--- src/hdl/yenc_pkg.sv ---
// shared types and constants for the yenc line encoder
`default_nettype none
package yenc_pkg;

  localparam int unsigned LEN_W = 10;
  localparam int unsigned POS_W = 11;

  localparam logic [7:0] SHIFT_OFS = 8'h2A;
  localparam logic [7:0] ESC_OFS   = 8'h40;

  localparam logic [7:0] CH_NUL = 8'h00;
  localparam logic [7:0] CH_LF  = 8'h0A;
  localparam logic [7:0] CH_CR  = 8'h0D;
  localparam logic [7:0] CH_ESC = 8'h3D;
  localparam logic [7:0] CH_TAB = 8'h09;
  localparam logic [7:0] CH_SPC = 8'h20;
  localparam logic [7:0] CH_DOT = 8'h2E;

  localparam logic [LEN_W-1:0] LINE_LEN_RST = 10'd128;

  localparam logic [1:0] STEP_ESC  = 2'd0;
  localparam logic [1:0] STEP_DATA = 2'd1;
  localparam logic [1:0] STEP_CR   = 2'd2;
  localparam logic [1:0] STEP_LF   = 2'd3;

  typedef struct packed {
    logic [7:0] in_byte;
    logic       block_end;
  } yenc_in_t;

  typedef struct packed {
    logic [7:0] out_byte;
    logic       run_last;
  } yenc_out_t;

  typedef struct packed {
    logic [7:0] ch;
    logic       esc;
    logic       crlf;
  } yenc_burst_t;

endpackage
`default_nettype wire

--- src/hdl/yenc_line_encoder.sv ---
// top level of the yenc line encoder
// Encodes one raw byte per request into yEnc text: each byte is shifted by 42, critical
// characters are sent as '=' plus the byte shifted by a further 64, and CR LF closes a
// line when the configured line length is reached or the request marks the end of a
// block. The result port carries one character per cycle unless out_ready stalls it; a
// request yields one character plain, two escaped, and two more when it ends a line (one
// to four characters); a new request is taken in the cycle its last character moves to the
// output register. The user must see that line_length is written through cfg_we/cfg_wdata
// only while the block is idle; the block itself does not enforce this. It resets to 128.
`default_nettype none
module yenc_line_encoder (
  input  wire logic                      clk,
  input  wire logic                      rst_n,
  input  wire logic                      in_valid,
  output logic                           in_ready,
  input  wire yenc_pkg::yenc_in_t        in_data,
  output logic                           out_valid,
  input  wire logic                      out_ready,
  output yenc_pkg::yenc_out_t            out_data,
  input  wire logic                      cfg_we,
  input  wire logic [yenc_pkg::LEN_W-1:0] cfg_wdata
);
  import yenc_pkg::*;

  yenc_burst_t burst;
  logic        in_fire;

  assign in_fire = in_valid && in_ready;

  yenc_enc u_enc (
    .clk       (clk),
    .rst_n     (rst_n),
    .cfg_we    (cfg_we),
    .cfg_wdata (cfg_wdata),
    .in_fire   (in_fire),
    .in_data   (in_data),
    .burst     (burst)
  );

  yenc_emit u_emit (
    .clk       (clk),
    .rst_n     (rst_n),
    .in_fire   (in_fire),
    .burst     (burst),
    .in_ready  (in_ready),
    .out_valid (out_valid),
    .out_ready (out_ready),
    .out_data  (out_data)
  );

endmodule
`default_nettype wire

--- src/hdl/yenc_enc.sv ---
// per-request encode decision and line position tracking
`default_nettype none
module yenc_enc (
  input  wire logic                      clk,
  input  wire logic                      rst_n,
  input  wire logic                      cfg_we,
  input  wire logic [yenc_pkg::LEN_W-1:0] cfg_wdata,
  input  wire logic                      in_fire,
  input  wire yenc_pkg::yenc_in_t        in_data,
  output yenc_pkg::yenc_burst_t          burst
);
  import yenc_pkg::*;

  logic [LEN_W-1:0] line_len_r;
  logic [POS_W-1:0] line_pos_r;
  logic [POS_W-1:0] line_pos_nxt;
  logic [7:0]       shifted;
  logic [POS_W:0]   pos_inc;
  logic [POS_W:0]   pos_after;
  logic [POS_W:0]   len_ext;
  logic             esc_always;
  logic             esc_start;
  logic             esc_end;
  logic             esc;
  logic             crlf;

  always_comb begin
    shifted    = in_data.in_byte + SHIFT_OFS;
    len_ext    = {2'b00, line_len_r};
    pos_inc    = {1'b0, line_pos_r} + 12'd1;
    esc_always = (shifted == CH_NUL) || (shifted == CH_LF) ||
                 (shifted == CH_CR) || (shifted == CH_ESC);
    esc_start  = (line_pos_r == '0) &&
                 ((shifted == CH_TAB) || (shifted == CH_SPC) || (shifted == CH_DOT));
    esc_end    = (pos_inc >= len_ext) && ((shifted == CH_TAB) || (shifted == CH_SPC));
    esc        = esc_always || esc_start || esc_end;
    pos_after  = pos_inc + {{POS_W{1'b0}}, esc};
    crlf       = (pos_after >= len_ext) || in_data.block_end;
    line_pos_nxt = crlf ? '0 : pos_after[POS_W-1:0];
    burst.ch   = esc ? (shifted + ESC_OFS) : shifted;
    burst.esc  = esc;
    burst.crlf = crlf;
  end

  always_ff @(posedge clk) begin
    if (!rst_n) begin
      line_len_r <= LINE_LEN_RST;
      line_pos_r <= '0;
    end else begin
      if (cfg_we) begin
        line_len_r <= cfg_wdata;
      end
      if (in_fire) begin
        line_pos_r <= line_pos_nxt;
      end
    end
  end

endmodule
`default_nettype wire

--- src/hdl/yenc_emit.sv ---
// holds one encoded request and streams its characters through an output register
`default_nettype none
module yenc_emit (
  input  wire logic                 clk,
  input  wire logic                 rst_n,
  input  wire logic                 in_fire,
  input  wire yenc_pkg::yenc_burst_t burst,
  output logic                      in_ready,
  output logic                      out_valid,
  input  wire logic                 out_ready,
  output yenc_pkg::yenc_out_t       out_data
);
  import yenc_pkg::*;

  yenc_burst_t bst_r;
  logic        bst_vld_r;
  logic [1:0]  step_r;
  logic        ovld_r;
  yenc_out_t   odata_r;
  logic [7:0]  cur_ch;
  logic        cur_last;
  logic        out_take;
  logic        pop;

  always_comb begin
    case (step_r)
      STEP_ESC:  cur_ch = CH_ESC;
      STEP_DATA: cur_ch = bst_r.ch;
      STEP_CR:   cur_ch = CH_CR;
      STEP_LF:   cur_ch = CH_LF;
      default:   cur_ch = bst_r.ch;
    endcase
    cur_last = bst_r.crlf ? (step_r == STEP_LF) : (step_r == STEP_DATA);
    out_take = !ovld_r || out_ready;
    pop      = bst_vld_r && out_take;
    in_ready = !bst_vld_r || (cur_last && out_take);
  end

  always_ff @(posedge clk) begin
    if (!rst_n) begin
      bst_vld_r <= 1'b0;
      step_r    <= STEP_DATA;
      ovld_r    <= 1'b0;
    end else begin
      if (in_fire) begin
        bst_vld_r <= 1'b1;
        step_r    <= burst.esc ? STEP_ESC : STEP_DATA;
      end else if (pop && cur_last) begin
        bst_vld_r <= 1'b0;
      end else if (pop) begin
        step_r <= step_r + 2'd1;
      end
      if (out_take) begin
        ovld_r <= bst_vld_r;
      end
    end
  end

  always_ff @(posedge clk) begin
    if (in_fire) begin
      bst_r <= burst;
    end
    if (out_take) begin
      odata_r.out_byte <= cur_ch;
      odata_r.run_last <= cur_last;
    end
  end

  assign out_valid = ovld_r;
  assign out_data  = odata_r;

endmodule
`default_nettype wire

--- config.mk ---
export PLATFORM = sky130hd
export DESIGN_NAME = yenc_line_encoder
export DESIGN_NICKNAME = d
export VERILOG_FILES = /design/src/hdl/yenc_pkg.sv /design/src/hdl/yenc_line_encoder.sv /design/src/hdl/yenc_enc.sv /design/src/hdl/yenc_emit.sv
export SDC_FILE = /design/constraint.sdc
export NUM_CORES = 1
export LEC_CHECK = 0
export BUFFER_PORTS_ARGS = -buffer_cell sky130_fd_sc_hd__buf_2
export CAP_MARGIN = 10
export CORE_MARGIN = 4
export CORE_UTILIZATION = 45
export CTS_BUF_LIST = sky130_fd_sc_hd__clkbuf_4
export CTS_CLUSTER_SIZE = 28
export DETAILED_ROUTE_END_ITERATION = 7
export GPL_ROUTABILITY_DRIVEN = 0
export GPL_TIMING_DRIVEN = 0
export PLACE_DENSITY = 0.6
export SKIP_CTS_REPAIR_TIMING = 1
export SYNTH_ARGS = -nofsm -noshare
export SYNTH_HDL_FRONTEND = slang
export SYNTH_SLANG_ARGS = --single-unit
--- constraint.sdc ---
create_clock -name clk -period 5.3 [get_ports clk]
set_clock_uncertainty 0.1 [all_clocks]
set_input_delay 0.53 -clock clk [delete_from_list [all_inputs] [get_ports clk]]
set_output_delay 0.53 -clock clk [all_outputs]
set_load 0.005 [all_outputs]
# == Word-level counts from Yosys, hierarchy flattened ==
# Index checks and enable logic that the tools add are counted.
# op_classes
n_addsub,5
order_cmp,2
eq_ne,10
muxes,10
reduce_logical,24
# op_table
cell,count
$pmux 8 s4,1
$eq 8x4->1 const B,3
$eq 8x6->1 const B,3
$ge 12x10->1,2
$add 11x1->12 const B,1
$add 12x1->12,1
$logic_not 11->1,1
$mux 11,1
$logic_or 1x1->1,10
$add 8x6->8 const B,1
$add 8x7->8 const B,1
$logic_not 8->1,1
$mux 8,1
$logic_and 1x1->1,6
$mux 2,3
$eq 2x2->1 const B,2
$mux 1,4
$reduce_bool 2->1,2
$add 2x1->2 const B,1
$eq 2x1->1 const B,1
$logic_not 1->1,2
$logic_not 2->1,1
$ne 2x2->1 const B,1
$reduce_and 2->1,1
# totals
regBits,43
in_bits,24
out_inout_bits,11
wordCells,60

# == Logic depth before layout (Yosys ltp) ==
# Gate-level depths: netlist of the first run.
# logic_depth
word_depth,11
depth_mapped,25
depth_no_buf,22

# == Hierarchy ==
# Synthesis of the first run repeated with hierarchy kept, for this count alone.
# unflattened
hier_cells,314
hier_area_um2,2975.4
# modules_own_cells
mod,n_inst,cells_per_inst,area_per_inst_um2,seq_area_each_um2
yenc_enc,1,251,2070.7,420.4
yenc_emit,1,62,898.4,620.6
yenc_line_encoder,1,1,6.3,0.0

# == Least setup slack after synthesis of the first run ==
# OpenSTA, ideal clock, no wires.
# synth_timing
path_type,input -> register
from,in in_data[2] in the netlist's numbering
to,reg u_enc.line_pos_r[0]
setup_time_ps,61
t_arrival_ps,4174
t_required_ps,5139
slack_ps,965
stages,21
path_buffers,1
cell_sequence,ha_1 o21ai_0 a21boi_0 xnor2_1 ha_1 nand2_1 a2111oi_2 a21oi_2 inv_1 ha_1 nand3_1 a21oi_1 and3_1 buf_2 nor2_1 ha_1 and4_1 a21oi_1 o2111ai_2 a21oi_4 a22o_1
# synth_via
elab_chain_len,11
word_cells_on_any_way,21
cone_classes,add/sub: 2; order compare: 1; eq/ne: 6; mux: 1; reduce/logical: 11
# synth_lines
element,line,rtl
start: declaration,yenc_line_encoder.sv:16,"input wire yenc_pkg::yenc_in_t in_data,"
$add 8x6->8 *,yenc_enc.sv:28,shifted = in_data.in_byte + SHIFT_OFS;
$eq 8x4->1 (tied with other cells),yenc_enc.sv:31,esc_always = (shifted == CH_NUL) || (shifted == CH_LF) ||
"$logic_or 1x1->1, on equally long branches","yenc_enc.sv:31, yenc_enc.sv:34, yenc_enc.sv:35",
"$logic_or 1x1->1, on equally long branches","yenc_enc.sv:31, yenc_enc.sv:34",
$logic_or 1x1->1 / $logic_and 1x1->1 (equally long branches),"yenc_enc.sv:32, yenc_enc.sv:33",
$logic_or 1x1->1,yenc_enc.sv:36,esc = esc_always || esc_start || esc_end;
$logic_or 1x1->1 *,yenc_enc.sv:36,
$add 12x1->12 *,yenc_enc.sv:37,"pos_after = pos_inc + {{POS_W{1'b0}}, esc};"
$ge 12x10->1,yenc_enc.sv:38,crlf = (pos_after >= len_ext) || in_data.block_end;
$logic_or 1x1->1,yenc_enc.sv:38,
$mux 11 *,yenc_enc.sv:39,line_pos_nxt = crlf ? '0 : pos_after[POS_W-1:0];
end signal: assignment,yenc_enc.sv:54,line_pos_r <= line_pos_nxt;
end: declaration,yenc_enc.sv:15,logic [POS_W-1:0] line_pos_r;
# Every way passes the cells marked *; elsewhere a longest branch is shown, timed or not.
# A chain may end at the register's enable or synchronous reset.

# == Worst setup path in the final report of the first run ==
# layout_timing
from,reg u_enc.line_pos_r[2]
to,reg u_enc.line_pos_r[5]
# layout_via
elab_chain_len,8
word_cells_on_any_way,11
cone_classes,add/sub: 2; order compare: 2; mux: 1; reduce/logical: 6
# layout_lines
element,line
$add 11x1->12 / $logic_not 11->1 (equally long branches),"yenc_enc.sv:30, yenc_enc.sv:33"
$ge 12x10->1 / $logic_and 1x1->1 (equally long branches),"yenc_enc.sv:35, yenc_enc.sv:33"
$logic_and 1x1->1 / $logic_or 1x1->1 (equally long branches),"yenc_enc.sv:35, yenc_enc.sv:36"
$logic_or 1x1->1,yenc_enc.sv:36
$add 12x1->12 *,yenc_enc.sv:37
$ge 12x10->1,yenc_enc.sv:38
$logic_or 1x1->1,yenc_enc.sv:38
$mux 11 *,yenc_enc.sv:39
# Marks and branches as above.

==> results of run 1 <==
[power by group through the flow]
| stage | Combinational (mW) | Clock, mW | Sequential, mW |
|---|---|---|---|
| after global routing | 0.157 | 0.191 | 0.391 |
| after global placement | 0.133 | 0 | 0.395 |
| after detailed placement | 0.135 | 0 | 0.396 |
| after CTS | 0.135 | 0.179 | 0.388 |
| after floorplan | 0.0868 | 0 | 0.395 |
| final | 0.138 | 0.173 | 0.388 |
[registers in the layout, indices dropped and copies added (netlist names)]
| signal | flops |
|---|---|
| u_enc.line_pos_r | 11 |
| u_enc.line_len_r | 10 |
| u_emit.bst_r | 9 |
| u_emit.out_data | 9 |
| u_emit.step_r | 2 |
| u_emit.bst_vld_r | 1 |
| u_emit.out_valid | 1 |
[layer usage]
| metal | GRT usage (%) | share of wire (%) | vias to the layer above |
|---|---|---|---|
| met2 | 23.3 | 41 | 63 |
| met4 | 4.95 | 1.3 | 0 |
| li1 | - | - | 1177 |
| met3 | 2.98 | 4.8 | 7 |
| met1 | 24.6 | 53 | 1008 |
| met5 | 0 | 0 | - |
[critical path, cell delays in order (launching register included)]
cell and delay, ns:
dfxtp_1 0.35, buf_6 0.15, nand3_4 0.08, buf_6 0.14, nor3_2 0.17, xor2_1 0.31, ha_1 0.32, a21oi_1 0.16
o21ai_0 0.10, a21oi_1 0.20, o2111ai_2 0.18, a21oi_2 0.22, inv_1 0.12, ha_1 0.22, nand3_1 0.10, a21oi_1 0.07
and3_1 0.19, buf_2 0.18, nor2_2 0.18, ha_1 0.28, nand4_1 0.10, o211ai_1 0.11, a21oi_2 0.21, o2111ai_4 0.18
a21oi_4 0.26, a22o_1 0.18
[stage by stage]
stage	hold slack, ns	worst slack, ns	instance area, um2	total power, mW
6_report	0.274	0.401	3310	0.699
5_1_grt	0.255	0.0500	3310	0.739
3_3_place_gp	0.373	0.0506	3180	0.528
3_5_place_dp	0.386	0.0354	3180	0.531
2_1_floorplan	0.356	0.965	2910	0.482
4_1_cts	0.274	-0.0265	3240	0.703
[how the worst max path moves through the flow]
| stage | startpoint | end | slack, ns | cells after the start |
|---|---|---|---|---|
| 6_report | u_enc.line_pos_r[2] | u_enc.line_pos_r[5] | 0.40 | 25 |
| 5_1_grt | u_enc.line_pos_r[0] | u_enc.line_pos_r[5] | 0.05 | 24 |
| 4_1_cts | u_enc.line_pos_r[0] | u_enc.line_pos_r[5] | -0.03 | 23 |
| 3_5_place_dp | u_enc.line_pos_r[0] | u_enc.line_pos_r[5] | 0.04 | 23 |
| 3_3_place_gp | u_enc.line_pos_r[0] | u_enc.line_pos_r[6] | 0.05 | 23 |
| 2_1_floorplan | in_data[2] | u_enc.line_pos_r[0] | 0.97 | 21 |
[synthesized netlist by cell type (2+ instances only)]
cell	n	share of area (%)
inv_1	32	4.1
ha_1	30	13
dfxtp_1	25	17
nor2_1	20	2.6
edfxtp_1	18	19
a21oi_1	16	2.7
xnor2_1	15	4.5
nand2_1	14	1.8
mux2i_1	12	4.1
nand3_1	11	1.9
a22o_1	10	3.0
o21ai_0	9	1.5
xor2_1	8	2.4
nor3_1	7	1.2
nand4_1	6	1.3
and3_1	5	1.1
nor4_1	5	1.1
buf_2	4	0.69
buf_6	4	1.5
nor2b_1	4	0.86
o211ai_1	4	1.0
a21o_1	3	0.77
clkbuf_1	3	0.39
nand2b_1	3	0.64
nand3b_1	3	0.77
a2111o_1	2	0.77
a21boi_0	2	0.52
a31oi_1	2	0.43
and2_1	2	0.43
o2111ai_2	2	1.0
[cells by family after synthesis]
| kind of cell | after synthesis | synth area share, % |
|---|---|---|
| xor gates and xnor gates | 23 | 6.92 |
| and+or+nand+nor | 87 | 16.0 |
| AOI/OAI and AO/OA | 62 | 16.1 |
| muxes | 14 | 5.28 |
| buffers and inverters | 45 | 7.04 |
| adders and majority gates | 30 | 12.9 |
| DFF | 43 | 35.7 |
[layout make-up]
| class | count | area, um2 | share of cell area, % |
|---|---|---|---|
| plain buffers | 13 | 85.1 | 2.57 |
| multi-input cells | 217 | 1720 | 51.9 |
| clock buffers | 5 | 37.5 | 1.14 |
| repair buffers | 36 | 185 | 5.60 |
| well taps | 77 | 96.3 | 2.91 |
| flip-flops and latches | 43 | 1040 | 31.6 |
| inverters | 32 | 120 | 3.63 |
| clock inverters | 3 | 23.8 | 0.719 |
==> impl_metrics.tcl, run 1 <==
set metrics [dict create \
    status "finished clean" \
    wl_um 5990 \
    crit_arrival_ns 5.12 \
    syn_nets 358 \
    hp-start "rst_n" \
    drv_cap 0 \
    final_cells 426 \
    grt-ovfl-total 0 \
    required_ns 5.52 \
    diodes 0 \
    yosysSeqAreaShare_pct 35.7 \
    swShare_pct 29.7 \
    period_share_pct 92.4 \
    hold_path.class "primary input to flop" \
    nFillCells 612 \
    async_flop_share_pct 0 \
    nets 402 \
    synth.avg_cell_area_um2 9.58 \
    synth.distinct_cells 53 \
    tns_ns 0 \
    most-common-layout-cells "38 x buf_2, 32 x inv_1, 30 x ha_1" \
    firstDrtPassIters 4 \
    path_class "flop to flop" \
    internal_power_mw 0.491 \
    numCtsBuffers 5 \
    layout-drive-gt1-share_pct 21.2 \
    avgRoutedWirePerCell_um 14.1 \
    holdPathEnd "u_emit.step_r[0]" \
    io_pins 35 \
    p_seq_share_pct 55.5 \
    power_density_nw_per_um2 211 \
    via_per_inst 5.29 \
    synth_cells 304 \
    slew_violations 0 \
    max_freq_mhz 204 \
    worstReg2RegStart "u_enc.line_pos_r[2]" \
    pwr-share-clk_pct 24.7 \
    drcViolationCount 0 \
    final_util_pct 52.4 \
    grt_max_degree 16 \
    place_inst 415 \
    p_sw_mw 0.208 \
    rows 29 \
    critPathMaxFanout 10 \
    initial_core_util_pct 46.1 \
    cts_buffer_depth 2 \
    synth-edff-count 18 \
    vdd_ir_drop_max_mv 0.127 \
    hold_violations 0 \
    die_y_um 88.5 \
    dieWidth_um 88.5 \
    reg2reg_slack_ns 0.40 \
    cp-start-kind "flop" \
    antenna_found_initial 0 \
    setup_viol 0 \
    cts.clk_slew.worst_paths_ns 0.14 \
    min_period_ns 4.90 \
    drtIter0Drc 131 \
    cts-htree-levels 2 \
    hold_path_depth 2 \
    rsz0062_at_grt "no" \
    clock_sinks 43 \
    slew_headroom_pct 51.8 \
    port_buffers 34 \
    antenna_left 0 \
    syn_area_um2 2910 \
    yosys_warnings 0 \
    die_area_um2 7820 \
    cellLeakagePower_nw 1.47 \
    grt_pass1_wl_um 9960 \
    cts_tree "yes" \
    dp_hpwl_um 4630 \
    clock_latency_ns 0.37 \
    gr-usage-all-layers_pct 16.2 \
    end_kind "flop" \
    cts_root_buf "clkbuf_4" \
    area_delta_synth_final_pct 13.5 \
    ys.flop_type "dfxtp_1" \
    pwr-share-comb_pct 19.7 \
    worst_pin_slew_ns 0.720 \
    ys_seq_elements 43 \
    vias 2255 \
    rr_worst_depth 25 \
    core_um2 6310 \
    mostFrequentLayoutCell "buf_2" \
    timing.rr.end "u_enc.line_pos_r[5]" \
    grt_pass1_vias 2100 \
]
No activity file was read; power rests on OpenSTA's default activity.
==> inputs of run 2 (changes only) <==
- clock period: 5.3 -> 5.8 ns (I/O delays scaled with it)
==> run 2 against run 1 <==
  * Clock-buffer cell count unchanged
  * Flip-flop and latch count unchanged
  * First-iteration DRC count decreased by 40%
  * Critical path depth decreased by 2
  * Clock power decreased by 9%
  * Largest cell class unchanged
  * Combinational power decreased by 11%
  * Hold slack improved by 0.057 ns
  * Critical endpoint unchanged
  * Non-clock buffer count decreased by 2
==> impl_metrics.tcl, run 2 (synthesis results as in run 1) <==
set metrics [dict create \
    status "finished clean" \
    core_um2 6310 \
    diodes 0 \
    cts_buffer_depth 2 \
    p_sw_mw 0.187 \
    hold_violations 0 \
    final_cells 423 \
    cp-start-kind "flop" \
    slew_headroom_pct 53.1 \
    period_share_pct 91.6 \
    area_delta_synth_final_pct 11.3 \
    rows 29 \
    setup_slack_ns 0.487 \
    grt_pass1_vias 2100 \
    most-common-layout-cells "38 x buf_2, 32 x inv_1, 30 x ha_1" \
    critPathMaxFanout 10 \
    top_register "u_enc.line_pos_r" \
    clock_latency_ns 0.37 \
    cts_root_buf "clkbuf_4" \
    path_class "flop to flop" \
    io_pins 35 \
    rsz0062_at_grt "no" \
    p_seq_share_pct 55.9 \
    vdd_ir_drop_max_mv 0.115 \
    die_area_um2 7820 \
    mostFrequentLayoutCell "buf_2" \
    gr-usage-all-layers_pct 16.2 \
    pre_cts_ws_ns 0.535 \
    layout-drive-gt1-share_pct 18.5 \
    grt_pass1_wl_um 9960 \
    hold_ws_ns 0.331 \
    antenna_found_initial 0 \
    via_per_inst 5.21 \
    vias 2203 \
    pwr-share-clk_pct 24.8 \
    antenna_left 0 \
    crit_arrival_ns 5.53 \
    end_kind "flop" \
    required_ns 6.02 \
    die_y_um 88.5 \
    drv_cap 0 \
    pwr-share-comb_pct 19.3 \
    worst_pin_slew_ns 0.700 \
    cts.clk_slew.worst_paths_ns 0.14 \
    cellLeakagePower_nw 1.45 \
    max_freq_mhz 188 \
    cts_tree "yes" \
    nets 399 \
    grt_max_degree 16 \
    swShare_pct 29.5 \
    numCtsBuffers 5 \
    reg2reg_slack_ns 0.49 \
    setup_viol 0 \
    firstDrtPassIters 5 \
    avgRoutedWirePerCell_um 13.8 \
    reg_top3 "u_enc.line_pos_r (11), u_enc.line_len_r (10)" \
    dp_hpwl_um 4630 \
    slew_violations 0 \
    min_period_ns 5.31 \
    dieWidth_um 88.5 \
    grt-ovfl-total 0 \
    port_buffers 34 \
    power_density_nw_per_um2 196 \
    initial_core_util_pct 46.1 \
    drtIter0Drc 78 \
    clock_sinks 43 \
    nFillCells 622 \
    internal_power_mw 0.447 \
    wl_um 5820 \
    place_inst 415 \
    largest_reg_flops 11 \
    cts-htree-levels 2 \
    drcViolationCount 0 \
    hold_path.class "primary input to flop" \
    tns_ns 0 \
]
-- run 2: per-stage QoR --
stage          area [um2]  total power [mW]  utilization [%]
3_3_place_gp         3180             0.482             50.4
6_report             3240             0.635             51.3
5_1_grt              3240             0.672             51.3
4_1_cts              3240             0.643             51.3
3_5_place_dp         3180             0.485             50.4
2_1_floorplan        2910             0.441                -
-- run 2: area by class of cell --
cell class              count  area, um2  share of cell area, %
flip-flops and latches     43       1040                   32.1
inverters                  32        120                   3.71
multi-input cells         216       1670                   51.4
well taps                  77       96.3                   2.97
clock inverters             3       23.8                  0.734
repair buffers             34        170                   5.25
plain buffers              13       85.1                   2.63
clock buffers               5       37.5                   1.16
-- run 2: routing by layer --
metal / vias to the layer above / share of wire [%] / GRT usage (%)
met1: 978 / 55 / 24.6
met4: 0 / 1.3 / 4.95
met3: 7 / 3.8 / 2.98
li1: 1171 / - / -
met2: 47 / 40 / 23.3
met5: - / 0 / 0
-- run 2: path summary, 6_finish.rpt --
kind	startpoint	end	depth (start not counted)
worst min-delay path	rst_n	u_emit.step_r[0]	2
worst max register to register	u_enc.line_pos_r[0]	u_enc.line_pos_r[5]	23
worst max-delay path	u_enc.line_pos_r[0]	u_enc.line_pos_r[5]	23
worst min register to register	u_enc.line_len_r[8]	u_enc.line_len_r[8]	2
-- run 2: power by group through the flow --
stage / sequential (mW) / combinational (mW) / clock (mW)
after CTS: 0.355 / 0.124 / 0.164
after floorplan: 0.361 / 0.0793 / 0
after global routing: 0.357 / 0.140 / 0.174
after global placement: 0.361 / 0.121 / 0
final: 0.355 / 0.123 / 0.158
after detailed placement: 0.362 / 0.123 / 0
-- run 2: critical path, cell delays in order, from the launching register on --
cell and delay, ns:
dfxtp_1 0.57, nand2_1 0.26, nor3_1 0.29, xor2_1 0.33, ha_1 0.33, a21oi_1 0.16, o21ai_0 0.10, a21oi_1 0.19
o2111ai_2 0.18, a21oi_2 0.26, inv_1 0.13, ha_1 0.22, nand3_1 0.10, a21oi_1 0.07, and3_1 0.20, buf_2 0.15
nor2_1 0.21, ha_1 0.30, nand4_1 0.10, o211ai_1 0.09, a21oi_1 0.23, o2111ai_2 0.20, a21oi_4 0.30, a22o_1 0.20
==> inputs of run 3 (changes only) <==
- BUFFER_PORTS_ARGS: -buffer_cell sky130_fd_sc_hd__buf_2 -> not set
- DONT_BUFFER_PORTS: not set -> 1
- PLACE_DENSITY: 0.6 -> not set
- SYNTH_HIERARCHICAL: not set -> 1
==> run 3 against run 2 <==
  * Synthesized cell count rose by 3.3%
  * Area after synthesis is 2.1% higher
  * Worst setup slack lost 0.049 ns
  * Largest cell class unchanged
  * Highest routed layer unchanged
==> impl_metrics.tcl, run 3 <==
set metrics [dict create \
    required_ns 6.01 \
    cts_buffer_depth 2 \
    antenna_left 0 \
    io_pins 35 \
    period_share_pct 92.5 \
    clock_latency_ns 0.35 \
    slew_violations 0 \
    grt_max_degree 21 \
    gr-usage-all-layers_pct 16.0 \
    top_register "u_enc/line_pos_r" \
    rows 29 \
    reg_top3 "u_enc/line_pos_r (11), u_enc/line_len_r (10)" \
    hold_violations 0 \
    min_period_ns 5.36 \
    slew_headroom_pct 52.2 \
    cts_root_buf "clkbuf_4" \
    drv_cap 0 \
    vdd_ir_drop_max_mv 0.104 \
    power_density_nw_per_um2 207 \
    grt_pass1_vias 2101 \
    yosysTopAreaCell "edfxtp_1" \
    avgRoutedWirePerCell_um 14.8 \
    wl_um 5930 \
    antenna_found_initial 0 \
    yosys_warnings 6 \
    grt-ovfl-total 0 \
    setup_slack_ns 0.437 \
    port_buffers 0 \
    critPathMaxFanout 8 \
    drcViolationCount 0 \
    hold_path.class "primary input to flop" \
    area_delta_synth_final_pct 6.77 \
    path_class "flop to flop" \
    end_kind "flop" \
    diodes 0 \
    yosysSeqAreaShare_pct 35.0 \
    numCtsBuffers 5 \
    final_cells 402 \
    drtIter0Drc 73 \
    grt_pass1_wl_um 9890 \
    synth-edff-count 18 \
    dp_hpwl_um 4670 \
    synth.avg_cell_area_um2 9.48 \
    die_y_um 89.3 \
    most-common-layout-cells "30 x ha_1, 29 x inv_1, 23 x dfxtp_1" \
    nets 379 \
    mostFrequentLayoutCell "ha_1" \
    finalInstanceArea_um2 3180 \
    status "finished clean" \
    cp-start-kind "flop" \
    synth_area_leaders "edfxtp_1 18%, dfxtp_1 17%, ha_1 13%" \
    cts_tree "yes" \
    setup_viol 0 \
    die_area_um2 7980 \
    fin_total_pwr_mw 0.656 \
    clock_sinks 43 \
    largest_reg_flops 11 \
    cts-htree-levels 2 \
    cellLeakagePower_nw 1.34 \
    ys.flop_type "dfxtp_1" \
    async_flop_share_pct 0 \
    firstDrtPassIters 4 \
    netlist.area_leader.share_pct 18.2 \
    cts.clk_slew.worst_paths_ns 0.13 \
    vias 2230 \
    post-synth-top-count-cell "ha_1" \
    pre_cts_ws_ns 0.0250 \
    core_um2 6390 \
    synth_commonest_cells "31 x ha_1, 29 x inv_1, 25 x dfxtp_1" \
    ys_seq_elements 43 \
    synth_cells 314 \
    initial_core_util_pct 46.6 \
    syn_nets 369 \
    place_inst 391 \
    crit_arrival_ns 5.57 \
    hold_ws_ns 0.213 \
    synth.distinct_cells 59 \
    syn_area_um2 2980 \
    layout-drive-gt1-share_pct 10.8 \
    worst_pin_slew_ns 0.718 \
    dpl_cell_area_um2 3070 \
    via_per_inst 5.55 \
    tns_ns 0 \
    final_util_pct 49.7 \
    dieWidth_um 89.3 \
    max_freq_mhz 186 \
]
-- run 3: cell count changes after synthesis, moves of 4 or more --
cell,before,now
nand2_1,14,20
o32ai_1,1,5
nor2_1,20,15
buf_4,0,5
buf_6,4,0
and2_1,2,10
a21oi_1,16,11
xnor2_1,15,11
nor2b_1,4,16
a22o_1,10,0
a32o_1,0,4
-- run 3: final cells by class --
type                    count  area (um2)
plain buffers              12        66.3
clock buffers               5        37.5
clock inverters             3        38.8
fillers                   589        3210
inverters                  30         113
multi-input cells         229        1760
flip-flops and latches     43        1040
well taps                  77        96.3
repair buffers              3        22.5
-- run 3: cells by family after synthesis --
family,share of synthesized area (%)
XOR/XNOR,6.48
multiplexers,4.16
flip-flops,35.0
AND/OR/NAND/NOR,20.6
adder cells (fa/ha/maj),13.0
AO/OA/AOI/OAI,14.7
buffers and inverters,6.01
-- run 3: worst max-delay path, stage by stage, from the launching register on --
cell	delay, ns
dfxtp_2	0.42
ha_2	0.28
and2_1	0.19
nand4_1	0.12
xnor2_1	0.26
ha_1	0.29
o21ai_0	0.17
nor2_1	0.06
a211oi_1	0.28
o211ai_1	0.18
a2bb2oi_2	0.20
inv_1	0.13
ha_1	0.23
nand3_1	0.11
nor2_1	0.05
a2bb2oi_1	0.23
nor3_1	0.13
xor2_1	0.27
ha_1	0.30
nand2_1	0.08
a21oi_1	0.04
a2111oi_1	0.35
nand3_1	0.20
buf_4	0.21
nor4b_1	0.28
o21a_1	0.16
-- run 3: final timing paths --
check,start,endpoint,slack [ns],cells after the start
setup / recovery,u_enc/line_pos_r[0],u_enc/line_pos_r[5],0.44,25
hold / removal,rst_n,u_emit/step_r[0],0.21,1
setup reg to reg,u_enc/line_pos_r[0],u_enc/line_pos_r[5],0.44,25
hold reg to reg,u_emit/bst_vld_r,u_emit/step_r[1],0.40,2
-- run 3: power breakdown --
group / total (mW) / switching (mW) / internal [mW]
clock: 0.185 / 0.0962 / 0.0887
combinational: 0.112 / 0.0649 / 0.0474
sequential: 0.359 / 0.0130 / 0.346
-- run 3: metal layers --
metal	share of wire [%]	vias up	track usage, %
met5	0	-	0
met4	1.3	0	5.28
met3	3.3	7	2.86
met2	51	38	28.5
met1	44	1042	19.4
li1	-	1143	-
